===== src/hdl/icrpg_pkg.sv =====
package icrpg_pkg;

  localparam int PAD_ROWS    = 8;
  localparam int PANEL_ROWS  = 16;
  localparam int PANEL_COLS  = 48;
  localparam int FRAMES      = 24;

  localparam int OFF_START   = 6;
  localparam int OFF_ROW_LAG = 2;

  localparam logic [7:0] OFFSET_RESET = 8'd10;

  localparam logic [1:0] OP_SAMPLE = 2'd0;
  localparam logic [1:0] OP_TICK   = 2'd1;
  localparam logic [1:0] OP_QUERY  = 2'd2;

  localparam logic [1:0] PIX_IGNORE = 2'd0;
  localparam logic [1:0] PIX_ON     = 2'd1;
  localparam logic [1:0] PIX_OFF    = 2'd2;

  localparam logic [4:0] LAST_SENSOR_ROW = 5'(PAD_ROWS - 1);
  localparam logic [4:0] EDGE_ROW        = 5'(PANEL_ROWS);
  localparam logic [4:0] LAST_FRAME      = 5'(FRAMES - 1);
  localparam logic [5:0] ROW_LIMIT       = 6'(PANEL_ROWS);
  localparam logic [8:0] COL_LIMIT       = 9'(PANEL_COLS);

  typedef struct packed {
    logic [1:0] operation;
    logic [7:0] sensor_value;
    logic [7:0] sensor_min;
    logic [4:0] row;
    logic [5:0] col;
  } icrpg_in_t;

  typedef struct packed {
    logic       active;
    logic [1:0] pixel_code;
  } icrpg_out_t;

  typedef struct packed {
    logic       running;
    logic [4:0] origin_row;
    logic [7:0] origin_col;
    logic [4:0] frame;
  } icrpg_state_t;

  // frame / 3 for frame < 32
  function automatic logic [3:0] div3(input logic [4:0] f);
    logic [8:0] p;
    p = {f, 3'b000} + {2'b00, f, 1'b0} + {4'b0000, f};
    return p[8:5];
  endfunction

  function automatic logic hits(input logic [4:0] qr, input logic [5:0] qc,
                                input logic [4:0] orow, input logic [7:0] ocol,
                                input logic [3:0] dv, input logic [4:0] dh);
    logic [4:0] up_row;
    logic [5:0] dn_row;
    logic [7:0] lt_col;
    logic [8:0] rt_col;
    logic       up, dn, lt, rt;
    up_row = orow - {1'b0, dv};
    dn_row = {1'b0, orow} + {2'b00, dv};
    lt_col = ocol - {3'b000, dh};
    rt_col = {1'b0, ocol} + {4'b0000, dh};
    up = (orow >= {1'b0, dv}) && (qr == up_row) && ({2'b00, qc} == ocol);
    dn = (dn_row < ROW_LIMIT) && ({1'b0, qr} == dn_row) && ({2'b00, qc} == ocol);
    lt = (ocol >= {3'b000, dh}) && (qr == orow) && ({2'b00, qc} == lt_col);
    rt = (rt_col < COL_LIMIT) && (qr == orow) && ({3'b000, qc} == rt_col);
    return up | dn | lt | rt;
  endfunction

endpackage


===== src/hdl/icrpg_evt.sv =====
module icrpg_evt
  import icrpg_pkg::*;
(
  input  logic         clk,
  input  logic         rst_n,
  input  logic         cfg_wr_en,
  input  logic [7:0]   cfg_wr_data,
  input  logic         step,
  input  icrpg_in_t    req,
  output icrpg_state_t st,
  output logic         running_nxt
);

  logic [7:0]   offset_r;
  icrpg_state_t st_r, st_nxt;
  logic [7:0]   limit;
  logic [9:0]   col13;

  assign limit = req.sensor_min + offset_r;
  assign col13 = {1'b0, req.col, 3'b000} + {2'b00, req.col, 2'b00} + {4'b0000, req.col};

  always_comb begin
    st_nxt = st_r;
    case (req.operation)
      OP_SAMPLE: begin
        if (req.sensor_value <= limit) begin
          st_nxt.running    = 1'b1;
          st_nxt.origin_row = (req.row == LAST_SENSOR_ROW) ? EDGE_ROW : req.row;
          st_nxt.origin_col = col13[9:2];
          st_nxt.frame      = '0;
        end
      end
      OP_TICK: begin
        if (st_r.frame < LAST_FRAME) begin
          st_nxt.frame = st_r.frame + 5'd1;
        end else begin
          st_nxt.running = 1'b0;
        end
      end
      default: begin
      end
    endcase
  end

  always_ff @(posedge clk) begin
    if (!rst_n) begin
      offset_r <= OFFSET_RESET;
      st_r     <= '0;
    end else begin
      if (cfg_wr_en) begin
        offset_r <= cfg_wr_data;
      end
      if (step) begin
        st_r <= st_nxt;
      end
    end
  end

  assign st          = st_r;
  assign running_nxt = st_nxt.running;

endmodule


===== src/hdl/icrpg_pix.sv =====
module icrpg_pix
  import icrpg_pkg::*;
(
  input  icrpg_state_t st,
  input  logic [4:0]   qr,
  input  logic [5:0]   qc,
  output logic [1:0]   code
);

  logic [3:0] v;
  logic       on_hit, off_hit;

  assign v       = div3(st.frame);
  assign on_hit  = hits(qr, qc, st.origin_row, st.origin_col, v, st.frame);
  assign off_hit = (st.frame >= 5'(OFF_START)) &&
                   hits(qr, qc, st.origin_row, st.origin_col,
                        v - 4'(OFF_ROW_LAG), st.frame - 5'(OFF_START));

  always_comb begin
    code = PIX_IGNORE;
    if (on_hit)  code = PIX_ON;
    if (off_hit) code = PIX_OFF;
  end

endmodule


===== src/hdl/impact_cross_ripple_pixel_gen_core.sv =====
// channel   ports                            request
// input     in_valid / in_stall / in_data    operation, sensor fields, row, col
// result    out_valid / out_stall / out_data active, pixel_code
// config    cfg_wr_en / cfg_wr_data          trigger_offset
//
// One request per cycle unless stalled; a request passes the input register,
// then the result register. State updates in the input-to-result stage.
// Synchronous active-low reset; trigger_offset resets to 10, state to zero.
// in_stall rises only when the input register is full and the result register
// is held by out_stall.
module impact_cross_ripple_pixel_gen_core
  import icrpg_pkg::*;
(
  input  logic       clk,
  input  logic       rst_n,
  input  logic       in_valid,
  output logic       in_stall,
  input  icrpg_in_t  in_data,
  output logic       out_valid,
  input  logic       out_stall,
  output icrpg_out_t out_data,
  input  logic       cfg_wr_en,
  input  logic [7:0] cfg_wr_data
);

  logic         s1_valid_r;
  icrpg_in_t    s1_data_r;
  logic         out_valid_r;
  icrpg_out_t   out_data_r, out_data_nxt;
  logic         adv;
  icrpg_state_t st;
  logic         running_nxt;
  logic [1:0]   code;

  assign adv      = s1_valid_r && (!out_valid_r || !out_stall);
  assign in_stall = s1_valid_r && !adv;

  icrpg_evt u_evt (
    .clk         (clk),
    .rst_n       (rst_n),
    .cfg_wr_en   (cfg_wr_en),
    .cfg_wr_data (cfg_wr_data),
    .step        (adv),
    .req         (s1_data_r),
    .st          (st),
    .running_nxt (running_nxt)
  );

  icrpg_pix u_pix (
    .st   (st),
    .qr   (s1_data_r.row),
    .qc   (s1_data_r.col),
    .code (code)
  );

  always_comb begin
    out_data_nxt.active     = running_nxt;
    out_data_nxt.pixel_code = (s1_data_r.operation == OP_QUERY) ? code : PIX_IGNORE;
  end

  always_ff @(posedge clk) begin
    if (!rst_n) begin
      s1_valid_r  <= 1'b0;
      out_valid_r <= 1'b0;
    end else begin
      if (!in_stall) begin
        s1_valid_r <= in_valid;
      end
      if (adv) begin
        out_valid_r <= 1'b1;
      end else if (!out_stall) begin
        out_valid_r <= 1'b0;
      end
    end
  end

  always_ff @(posedge clk) begin
    if (in_valid && !in_stall) begin
      s1_data_r <= in_data;
    end
    if (adv) begin
      out_data_r <= out_data_nxt;
    end
  end

  assign out_valid = out_valid_r;
  assign out_data  = out_data_r;

  a_stall_needs_full: assert property (@(posedge clk) disable iff (!rst_n)
    in_stall |-> (s1_valid_r && out_valid_r && out_stall))
    else $error("in_stall without a blocked request");

  a_adv_loads_out: assert property (@(posedge clk) disable iff (!rst_n)
    adv |=> out_valid_r)
    else $error("result register not loaded");

  a_code_query_only: assert property (@(posedge clk) disable iff (!rst_n)
    (adv && s1_data_r.operation != OP_QUERY) |=> (out_data_r.pixel_code == PIX_IGNORE))
    else $error("pixel code on a non-query request");

  a_frame_bound: assert property (@(posedge clk) disable iff (!rst_n)
    st.frame <= LAST_FRAME)
    else $error("frame beyond last");

  a_last_tick_stops: assert property (@(posedge clk) disable iff (!rst_n)
    (adv && s1_data_r.operation == OP_TICK && st.frame == LAST_FRAME)
      |=> !out_data_r.active)
    else $error("still active after last frame");

endmodule

===== config.mk =====
export PLATFORM = sky130hd
export DESIGN_NAME = impact_cross_ripple_pixel_gen_core
export DESIGN_NICKNAME = d
export VERILOG_FILES = /design/src/hdl/icrpg_pkg.sv /design/src/hdl/icrpg_evt.sv /design/src/hdl/icrpg_pix.sv /design/src/hdl/impact_cross_ripple_pixel_gen_core.sv
export SDC_FILE = /design/constraint.sdc
export NUM_CORES = 1
export LEC_CHECK = 0
export ABC_AREA = 1
export BUFFER_PORTS_ARGS = -buffer_cell sky130_fd_sc_hd__buf_2
export CAP_MARGIN = 10
export CORE_ASPECT_RATIO = 2
export CORE_UTILIZATION = 60
export CTS_CLUSTER_DIAMETER = 50
export DETAILED_ROUTE_END_ITERATION = 7
export GPL_TIMING_DRIVEN = 0
export HOLD_SLACK_MARGIN = 0.03
export PLACE_DENSITY_LB_ADDON = 0.15
export SYNTH_ARGS = -nofsm -noshare
export SYNTH_HDL_FRONTEND = slang
export SYNTH_SLANG_ARGS = --single-unit

===== constraint.sdc =====
create_clock -name clk -period 6.2 [get_ports clk]
set_clock_uncertainty 0.2 [all_clocks]
set_input_delay 0.31 -clock clk [delete_from_list [all_inputs] [get_ports clk]]
set_output_delay 0.31 -clock clk [all_outputs]
set_load 0.01 [all_outputs]

==> results of run 1 <==
## critical path: cells and delay by family (launching register included)
kind                     cells  cell delay, ns
AO/OA/AOI/OAI                3            0.77
XOR/XNOR                     1            0.09
adder cells (fa/ha/maj)      4            1.53
buffers and inverters        5            0.58
flip-flops                   1            0.54
AND/OR/NAND/NOR             14            1.39
## synth_stat cells (all sizes together), types with 9 or more instances
cell type	count	share of area [%]
a21oi	48	4.6
buf	9	1.2
dfxtp	29	11
edfxtp	32	17
fa	15	5.4
ha	63	14
inv	105	7.1
nand2	200	14
nand3	66	6.1
nand4	17	1.9
nor2	74	5.2
o21ai	23	2.1
xnor2	11	1.7
xor2	27	4.4
## logic make-up (layout without fill, tap and decap cells)
family	Yosys count	after routing
buffers and inverters	118	216
xor gates and xnor gates	38	38
adders and majority gates	78	78
DFF	61	61
and+or+nand+nor	374	374
AOI/OAI and AO/OA	85	85
## flip-flops by register name (all words and copies together) (netlist names)
signal	count
s1_data_r	29
u_evt.st	19
u_evt.offset_r	8
out_data	3
out_valid	1
s1_valid_r	1
## layout make-up
| class | instances | share of cell area [%] |
|---|---|---|
| Clock buffer | 11 | 3.713 |
| Tap cell | 102 | 1.952 |
| Inverter | 105 | 6.029 |
| Clock inverter | 5 | 0.7847 |
| Timing Repair Buffer | 82 | 9.110 |
| Sequential cell | 61 | 23.58 |
| Multi-Input combinational cell | 575 | 53.59 |
| Buffer | 13 | 1.244 |
## what timing repair did
action                                 CTS  global route
hold buffers                            37             0
setup buffers                            0             0
endpoints found under the hold margin   37             0
## per-stage QoR
stage | setup WS, ns | hold slack [ns] | util [%] | cells | area, um^2
after floorplan | 1.902 | 0.2089 | - | 754 | 5520
after global placement | 1.084 | 0.2485 | 65.61 | 901 | 5873
after detailed placement | 1.015 | 0.2824 | 65.61 | 901 | 5873
after CTS | 0.9719 | 0.07311 | 73.04 | 954 | 6538
after global routing | 0.5460 | 0.07544 | 73.04 | 954 | 6538
final | 0.8734 | 0.07295 | 73.04 | 954 | 6538
## how the worst max path moves through the flow
| stage | startpoint | endpoint | slack, ns |
|---|---|---|---|
| floorplan | u_evt.st[1] | out_data[0] | 1.90 |
| global placement | u_evt.st[1] | out_data[0] | 1.08 |
| detailed placement | u_evt.st[1] | out_data[0] | 1.01 |
| CTS | u_evt.st[1] | out_data[0] | 0.97 |
| global route | u_evt.st[1] | out_data[0] | 0.55 |
| finish | u_evt.st[1] | out_data[0] | 0.87 |
## metal layers
metal	vias to the layer above	track usage, %
met1	2548	30.43
met3	100	5.999
met4	0	32.44
met2	214	70.67
met5	-	0
li1	2632	-
## power groups by stage
stage	Sequential, uW	Clock (uW)	Combinational (uW)
after CTS	472	498	296
after global placement	479	0	264
after floorplan	472	0	202
after global routing	475	516	345
final	474	502	312
after detailed placement	480	0	275
==> impl_results.md, run 1 <==
* Dominant combinational cell family by area after synthesis: simple AND/OR/NAND/NOR gates
* IO buf count at 45
* Maximum Capacitance Violations at 0
* Post-DR wirelength/cell at 18.00 um
* Relative contribution of sequential cells to total power at 36.8%
* Share of the cycle needed by the critical path after routing at 85.91%
* Total die area at 0.009611 mm^2
* Leakage power of the design at 0.003330 uW
* Max clock buf depth at 2
* Vias in the first global route at 5644
* Compound-gate portion of the synthesized area at 8.726%
* Clock sink count at 61
* Commonest cells after routing, fill and taps aside: 200 x sky130_fd_sc_hd__nand2_1, 103 x sky130_fd_sc_hd__inv_1, 72 x sky130_fd_sc_hd__nor2_1
* Net switching power of the design at 393.5 uW
* Number of diodes added for antenna fixing at 0
* Detailed-route wire length at 17170 um
* Net switching fraction of the power at 30.56%
* Layout net count at 967
* Number of warnings printed during yosys synthesis at 0
* Worst hold path endpoint: out_valid
* Total track usage at 36.34%
* Crit Reg-Reg Endpoint: out_data[0]
* Pin count of the biggest net entering global routing at 30
* Highest clock frequency the design can meet at 187.7 MHz
* Insertion delay of the later-clocked pin in the worst-skew pair at 0.34 ns
* Total half-perimeter wirelength after legalization and detailed placement at 12430 um
* Total power of the final layout at 1287 uW
* Die width at 69.83 um
* Final hold violations at 0
* Pre-antenna DRT Iters at 5
* Power density relative to cell area at 196.9 mW/mm^2
* Share of layout cells above drive strength 1 at 9.624%
* Kind of critical path: register to register
* Seq/Total Area, Yosys at 27.92%
* Peak supply drop at 217.4 uV
* Parity-gate share of the synthesized area counting xor and xnor cells at 6.165%
* Mean number of vias per cell at 5.759
* Final critical delay including setup and external delays at 5.327 ns
* Die Span Y at 137.7 um
* Clock root cell: sky130_fd_sc_hd__clkbuf_16
* Cts bufs inserted at 9
* Multiplexer fraction of the synthesized cell area at 0%
* Relative slew margins at 18.24%
* Detail Route met2 WL at 9473 um
* Number of synthesized flops with an enable pin at 32
* Number of stages on the worst hold path at 3
* CTS tree: done
* R2R Path Start: u_evt.st[1]
* Area of all sequential standard cells at 0.001541 mm^2
* Simple logic cell fraction of the synthesized area at 28.85%
* Weighted congestion at the end of routability-driven global placement at 1.019
* Post-synthesis register bit count at 61
* Type of the most critical hold path: input port to register
* Critical Path RT at 6.10 ns
* Slew at the pin closest to its max-slew limit at 1.225 ns
* Instance count of the mapped netlist at 754
* Area of the placeable core at 0.008951 mm^2
* Result of the run: finished, final reports clean
* Routed vias at 5494
* Final sum of negative setup slack at 0 ns
* Internal power summed over all cells at 893.9 uW
* Antenna-violating nets left at 0
* Length of routed met3 wiring at 620 um
* Crit path max fanout at 7
* Depth of the worst register-to-register path at 27
* Register-to-register setup slack at 0.87 ns
* Biggest cell delay along the critical path at 0.58 ns
* Std-Cell Rows at 49
* Wire length on met1 at 5534 um
* Clock Power Share at 39.0%
* Clock H-tree levels at 3
* Nature of the critical path endpoint: register
* Area used by multi-input combinational logic at 0.003503 mm^2
* Mean area per synthesized cell at 7.321 um^2
* Global-route wire length before repair at 26320 um
* Setup violations, final at 0
* Comb power frac at 24.2%
* Post-synthesis net count at 874
* Highest metal layer with signal wires: met4
* Adder-cell share of the synthesized area at 19.72%
* Crit path arrival time at 5.22 ns
* Cts repair resizes at 0
* RSZ-0062 raised after global routing: false
* Launching element type of the critical path: register
* Drt drc at 0
* Area overhead of the layout relative to synthesis at 18.43%
* Number of library cell types mapped by synthesis at 41
* Antenna violations before repair at 0
* Starting Density at 61.67%
* Clock-pin slew of the registers on the worst-case setup and hold paths at 0.05 ns
* Filler Cells Inserted at 696
* Post-synthesis instance area at 0.005520 mm^2
* Final slew viol count at 0
* Most numerous cell on the critical path: sky130_fd_sc_hd__nand2_1
* Hold path startpoint: out_stall
* Critical Path Slowest Stage Cell: sky130_fd_sc_hd__fa_1
* Overflow left after global routing at 0
* Number of primary I/O pins at 47
* Dominant synthesized flop cell: sky130_fd_sc_hd__edfxtp_1
* Commonest non-fill, non-tap cell in the layout: sky130_fd_sc_hd__nand2_1
* Async set-or-reset flop fraction in the synthesized netlist at 0%
* Violation count after the first detailed-routing iteration at 233
(Power assumes the default switching activity.)
==> run 2, diff against run 1 <==
Settings changed: CORE_ASPECT_RATIO 2 to 0.6.
==> impl_results.md, run 2 (synthesis results as in run 1) <==
* Antenna violations before repair at 0
* Biggest cell delay along the critical path at 0.58 ns
* Internal power summed over all cells at 843.5 uW
* Slew at the pin closest to its max-slew limit at 1.163 ns
* Die Span Y at 76.30 um
* Number of diodes added for antenna fixing at 0
* Finished layout cell area at 0.006516 mm^2
* Net switching fraction of the power at 32.22%
* Area of the placeable core at 0.008718 mm^2
* Area used by multi-input combinational logic at 0.003503 mm^2
* IO buf count at 45
* Highest metal layer with signal wires: met4
* Comb power frac at 26.0%
* RSZ-0062 raised after global routing: false
* Insertion delay of the later-clocked pin in the worst-skew pair at 0.33 ns
* Mean number of vias per cell at 5.865
* Drt drc at 0
* Total half-perimeter wirelength after legalization and detailed placement at 11270 um
* Layout net count at 967
* Total power of the final layout at 1245 uW
* Commonest cells after routing, fill and taps aside: 200 x sky130_fd_sc_hd__nand2_1, 103 x sky130_fd_sc_hd__inv_1, 72 x sky130_fd_sc_hd__nor2_1
* Critical Path RT at 6.07 ns
* Antenna-violating nets left at 0
* Global-route wire length before repair at 28110 um
* Max clock buf depth at 2
* Area of all sequential standard cells at 0.001541 mm^2
* Net switching power of the design at 401.0 uW
* Share of layout cells above drive strength 1 at 9.624%
* Largest registers ranked by flip-flop count: s1_data_r x29, u_evt.st x19, u_evt.offset_r x8
* Die width at 125.8 um
* Power density relative to cell area at 191.0 mW/mm^2
* Result of the run: finished, final reports clean
* Length of routed met3 wiring at 2032 um
* Relative contribution of sequential cells to total power at 38.2%
* Highest clock frequency the design can meet at 194.7 MHz
* Register with the highest flop count: s1_data_r
* Maximum Capacitance Violations at 0
* Cts repair resizes at 0
* Area overhead of the layout relative to synthesis at 18.04%
* Setup violations, final at 0
* Count of buffers added by post-CTS timing repair for setup at 0
* Crit path max fanout at 7
* Number of primary I/O pins at 47
* Crit path arrival time at 5.01 ns
* Most numerous cell on the critical path: sky130_fd_sc_hd__nand2_1
* Nature of the critical path endpoint: register
* Weighted congestion at the end of routability-driven global placement at 0.9471
* CTS tree: done
* Detailed-route wire length at 17480 um
* Final hold violations at 0
* Peak supply drop at 214.2 uV
* Final sum of negative setup slack at 0 ns
* Cts bufs inserted at 9
* Clock root cell: sky130_fd_sc_hd__clkbuf_16
* Type of the most critical hold path: input port to register
* Pin count of the biggest net entering global routing at 30
* Commonest non-fill, non-tap cell in the layout: sky130_fd_sc_hd__nand2_1
* Kind of critical path: register to register
* Violation count after the first detailed-routing iteration at 654
* Final slew viol count at 0
* Clock Power Share at 35.8%
* Std-Cell Rows at 26
* Clock-pin slew of the registers on the worst-case setup and hold paths at 0.05 ns
* Vias in the first global route at 5464
* Filler Cells Inserted at 637
* Starting Density at 63.32%
* Post-DR wirelength/cell at 18.13 um
* Clock H-tree levels at 3
* Launching element type of the critical path: register
* Share of the cycle needed by the critical path after routing at 82.86%
* Critical Path Slowest Stage Cell: sky130_fd_sc_hd__fa_1
* Relative slew margins at 22.39%
* Quantity of hold-fixing buffers added after cts at 37
* Clock sink count at 61
* Total die area at 0.009601 mm^2
* Detail Route met2 WL at 7440 um
* Leakage power of the design at 0.003316 uW
* Final critical delay including setup and external delays at 5.137 ns
* Max reg flops at 29
* Routed vias at 5654
* Wire length on met1 at 7541 um
* Total track usage at 37.83%
* Pre-antenna DRT Iters at 6
* Overflow left after global routing at 0
* Area of placed instances at 0.005886 mm^2
-- run 2: changes by cell type in the layout (fill, tap and decap cells not counted) --
cell                        change
sky130_fd_sc_hd__clkinv_1       -1
sky130_fd_sc_hd__clkinv_2       +2
sky130_fd_sc_hd__clkbuf_1       +1
sky130_fd_sc_hd__bufinv_16      -1
sky130_fd_sc_hd__clkbuf_8       -1
-- run 2: power groups by stage --
| stage | Combinational [uW] | Sequential [uW] | Clock (uW) |
|---|---|---|---|
| 4_1_cts | 293 | 472 | 436 |
| 6_report | 324 | 475 | 446 |
| 5_1_grt | 353 | 476 | 460 |
| 2_1_floorplan | 202 | 472 | 0 |
| 3_5_place_dp | 273 | 479 | 0 |
| 3_3_place_gp | 260 | 479 | 0 |
-- run 2: routing by layer --
layer | global-route usage [%] | vias to the layer above
li1 | - | 2641
met4 | 12.29 | 0
met2 | 58.78 | 371
met5 | 0 | -
met3 | 9.270 | 56
met1 | 51.86 | 2586
-- run 2: final cells by class --
| type | instances | area share, % |
|---|---|---|
| Sequential cell | 61 | 23.66 |
| Tap cell | 112 | 2.151 |
| Clock buffer | 11 | 3.571 |
| Inverter | 105 | 6.048 |
| Timing Repair Buffer | 82 | 9.140 |
| Clock inverter | 5 | 0.4224 |
| Buffer | 13 | 1.248 |
| Multi-Input combinational cell | 575 | 53.76 |
-- run 2: worst paths after layout --
| check | startpoint | to | slack [ns] | depth (start not counted) |
|---|---|---|---|---|
| worst max register to register | u_evt.st[1] | out_data[0] | 1.06 | 29 |
| worst max-delay path | u_evt.st[1] | out_data[0] | 1.06 | 29 |
| worst min register to register | u_evt.offset_r[3] | u_evt.offset_r[3] | 0.30 | 2 |
| worst min-delay path | in_valid | s1_valid_r | 0.12 | 3 |
-- run 2: critical path, delay by kind of cell (launching register included) --
family                   cells  cell delay (ns)
adder cells (fa/ha/maj)      4             1.61
AND/OR/NAND/NOR             17             1.49
buffers and inverters        5             0.59
flip-flops                   1             0.52
AO/OA/AOI/OAI                3             0.45
-- run 2: through the flow --
stage	setup slack (ns)	hold WS, ns	std cells	utilization (%)
floorplan	1.902	0.2089	754	-
global placement	1.243	0.2508	911	67.51
detailed placement	1.131	0.2693	911	67.51
CTS	1.124	0.05860	964	74.74
global route	0.6685	0.1406	964	74.74
finish	1.063	0.1217	964	74.74
==> run 3, diff against run 2 <==
Settings changed: ABC_AREA 1 to 0.
Clock period 6.2 ns to 5.1 ns, I/O delays scaled along.
==> impl_results.md, run 3 <==
* Result of the run: finished, final reports clean
* Area used by multi-input combinational logic at 0.003578 mm^2
* Launch point of the critical path: u_evt.st[3]
* Total half-perimeter wirelength after legalization and detailed placement at 10270 um
* Overflow left after global routing at 0
* Mean number of vias per cell at 5.858
* Critical Path RT at 4.98 ns
* Crit path arrival time at 4.94 ns
* Drt drc at 0
* Filler Cells Inserted at 551
* Max reg flops at 29
* Insertion delay of the later-clocked pin in the worst-skew pair at 0.33 ns
* Relative contribution of sequential cells to total power at 37.5%
* R2R Path Start: u_evt.st[3]
* Violation count after the first detailed-routing iteration at 292
* Launching element type of the critical path: register
* Pre-antenna DRT Iters at 7
* Number of synthesized flops with an enable pin at 32
* Largest registers ranked by flip-flop count: s1_data_r x29, u_evt.st x19, u_evt.offset_r x8
* Clock H-tree levels at 3
* Slew at the pin closest to its max-slew limit at 0.8522 ns
* Vias in the first global route at 4312
* Clock sink count at 61
* Net switching power of the design at 416.0 uW
* Depth of the worst register-to-register path at 20
* Maximum Capacitance Violations at 0
* Crit path max fanout at 4
* Number of diodes added for antenna fixing at 0
* Final hold violations at 0
* Commonest non-fill, non-tap cell in the layout: sky130_fd_sc_hd__ha_1
* CTS tree: done
* Post-synthesis net count at 689
* Antenna violations before repair at 0
* Final slew viol count at 0
* Adder-cell share of the synthesized area at 20.41%
* Die Span Y at 75.04 um
* Number of warnings printed during yosys synthesis at 0
* Number of stages on the worst hold path at 2
* Count of placed standard cells including taps at 725
* Post-DR wirelength/cell at 17.85 um
* Area of the placeable core at 0.008556 mm^2
* Routed vias at 4657
* RSZ-0062 raised after global routing: true
* Clock root cell: sky130_fd_sc_hd__clkbuf_16
* Biggest area consumer among synthesized cells: sky130_fd_sc_hd__edfxtp_1
* Antenna-violating nets left at 0
* Max clock buf depth at 2
* Register with the highest flop count: s1_data_r
* Top-area cell type share of the netlist area at 18.02%
* Most frequent cell after synthesis: sky130_fd_sc_hd__ha_1
* Final instance count without filler cells at 795
* Internal power summed over all cells at 1100 uW
* Area of all sequential standard cells at 0.001555 mm^2
* Register-to-register setup slack at 0.04 ns
* Capturing element of the worst setup path: out_data[0]
* Detailed-route wire length at 14190 um
* Pin count of the biggest net entering global routing at 30
* Instance count of the mapped netlist at 569
* Total die area at 0.009283 mm^2
* Clock-pin slew of the registers on the worst-case setup and hold paths at 0.05 ns
* Compound-gate portion of the synthesized area at 18.04%
* Dominant combinational cell family by area after synthesis: adder cells
* Net switching fraction of the power at 27.44%
* Crit Reg-Reg Endpoint: out_data[0]
* Highest clock frequency the design can meet at 197.6 MHz
* Commonest cells after routing, fill and taps aside: 60 x sky130_fd_sc_hd__ha_1, 46 x sky130_fd_sc_hd__a21oi_1, 46 x sky130_fd_sc_hd__buf_2
* Nature of the critical path endpoint: register
* Simple logic cell fraction of the synthesized area at 13.79%
* Layout net count at 798
* Kind of critical path: register to register
* Area overhead of the layout relative to synthesis at 24.18%
* Parity-gate share of the synthesized area counting xor and xnor cells at 10.46%
* Leakage power of the design at 0.002868 uW
* Setup violations, final at 0
* Final hold slack at 0.1618 ns
* Leading post-synthesis cells by instance count: 63 x sky130_fd_sc_hd__ha_1, 47 x sky130_fd_sc_hd__a21oi_1, 45 x sky130_fd_sc_hd__inv_1, 41 x sky130_fd_sc_hd__nor2_1, 35 x sky130_fd_sc_hd__xnor2_1
* Share of layout cells above drive strength 1 at 16.11%
* Dominant synthesized flop cell: sky130_fd_sc_hd__edfxtp_1
* Dominant cells by area after synthesis: sky130_fd_sc_hd__edfxtp_1 18%, sky130_fd_sc_hd__ha_1 15%, sky130_fd_sc_hd__dfxtp_1 11%
* Peak supply drop at 177.1 uV
* Cts bufs inserted at 9
* Final sum of negative setup slack at 0 ns
* Mean area per synthesized cell at 9.374 um^2
* Post-synthesis register bit count at 61
* Comb power frac at 22.4%
* Post-synthesis instance area at 0.005334 mm^2
* Global-route wire length before repair at 22020 um
* Number of library cell types mapped by synthesis at 74
* Power density relative to cell area at 228.8 mW/mm^2
* Total track usage at 32.47%
* Share of the cycle needed by the critical path after routing at 99.22%
* Async set-or-reset flop fraction in the synthesized netlist at 0%
* Weighted congestion at the end of routability-driven global placement at 0.9219
* Relative slew margins at 43.06%
* Seq/Total Area, Yosys at 28.90%
* IO buf count at 44
* Type of the most critical hold path: input port to register
* Final critical delay including setup and external delays at 5.060 ns
* Number of primary I/O pins at 47
* Std-Cell Rows at 26
* Multiplexer fraction of the synthesized cell area at 2.651%
* Die width at 123.7 um
* Starting Density at 62.34%
* Clock Power Share at 40.0%
## run 3: worst min-delay path by stage
stage	endpoint	from
2_1_floorplan	s1_data_r[0]	in_data[0]
3_3_place_gp	s1_data_r[9]	in_data[9]
3_5_place_dp	s1_data_r[14]	in_data[14]
4_1_cts	u_evt.offset_r[1]	rst_n
5_1_grt	u_evt.offset_r[1]	rst_n
6_report	u_evt.offset_r[1]	rst_n
## run 3: metrics by stage
stage / worst slack, ns / area (um^2) / utilization (%) / total power (uW)
floorplan: 0.1321 / 5334 / - / 798.9
global placement: -0.6431 / 5694 / 66.55 / 867.9
detailed placement: -0.6427 / 5702 / 66.64 / 880.6
CTS: 0.02964 / 6535 / 76.38 / 1511
global route: -0.09848 / 6624 / 77.42 / 1584
finish: 0.03995 / 6624 / 77.42 / 1516
## run 3: what timing repair did
action                                 CTS  global route
gates resized for setup                 22            10
hold buffers                            39             0
setup endpoints to repair                2             2
pin swaps                                7            12
endpoints found under the hold margin   39             0
setup buffers                            7             8
## run 3: logic make-up (layout without fill, tap and decap cells)
kind of cell,after synthesis,in the layout
compound gates,142,142
xor+xnor,62,62
fa+ha+maj,78,78
buf+inv,71,185
flops,61,61
mux,14,14
simple gates,141,141
## run 3: area by class of cell
cell class | instances | share of cell area (%)
repair buffers | 98 | 10.97
flip-flops and latches | 61 | 23.48
plain buffers | 25 | 2.172
clock buffers | 16 | 4.571
multi-input cells | 437 | 54.02
inverters | 46 | 2.663
well taps | 112 | 2.116
## run 3: metal layers
layer | track usage, % | vias up | routed length (um)
met1 | 46.07 | 2167 | 6852
met4 | 9.103 | 0 | 199
met3 | 7.348 | 18 | 1134
met5 | 0 | - | 0
met2 | 49.94 | 208 | 6007
li1 | - | 2264 | -
## run 3: worst max-delay path, stage by stage (launching register included)
cell and delay [ns]:
sky130_fd_sc_hd__dfxtp_4 0.36, sky130_fd_sc_hd__buf_6 0.12, sky130_fd_sc_hd__fa_1 0.43, sky130_fd_sc_hd__ha_1 0.30
sky130_fd_sc_hd__a31o_1 0.23, sky130_fd_sc_hd__a21oi_2 0.17, sky130_fd_sc_hd__nor2b_1 0.09, sky130_fd_sc_hd__nor2_2 0.14
sky130_fd_sc_hd__nor2b_2 0.06, sky130_fd_sc_hd__o21a_2 0.20, sky130_fd_sc_hd__or2_4 0.24, sky130_fd_sc_hd__ha_4 0.18
sky130_fd_sc_hd__xor2_1 0.19, sky130_fd_sc_hd__ha_2 0.33, sky130_fd_sc_hd__nor4bb_2 0.27, sky130_fd_sc_hd__o311ai_1 0.13
sky130_fd_sc_hd__mux2_4 0.32, sky130_fd_sc_hd__a2111oi_4 0.38, sky130_fd_sc_hd__o21ai_2 0.16, sky130_fd_sc_hd__and3b_1 0.20
sky130_fd_sc_hd__o211a_1 0.11
## run 3: power by group through the flow
stage	Combinational (uW)	Clock [uW]	Sequential [uW]
floorplan	227	0	572
global placement	290	0	578
detailed placement	302	0	579
CTS	331	612	568
global route	377	635	571
finish	340	607	569
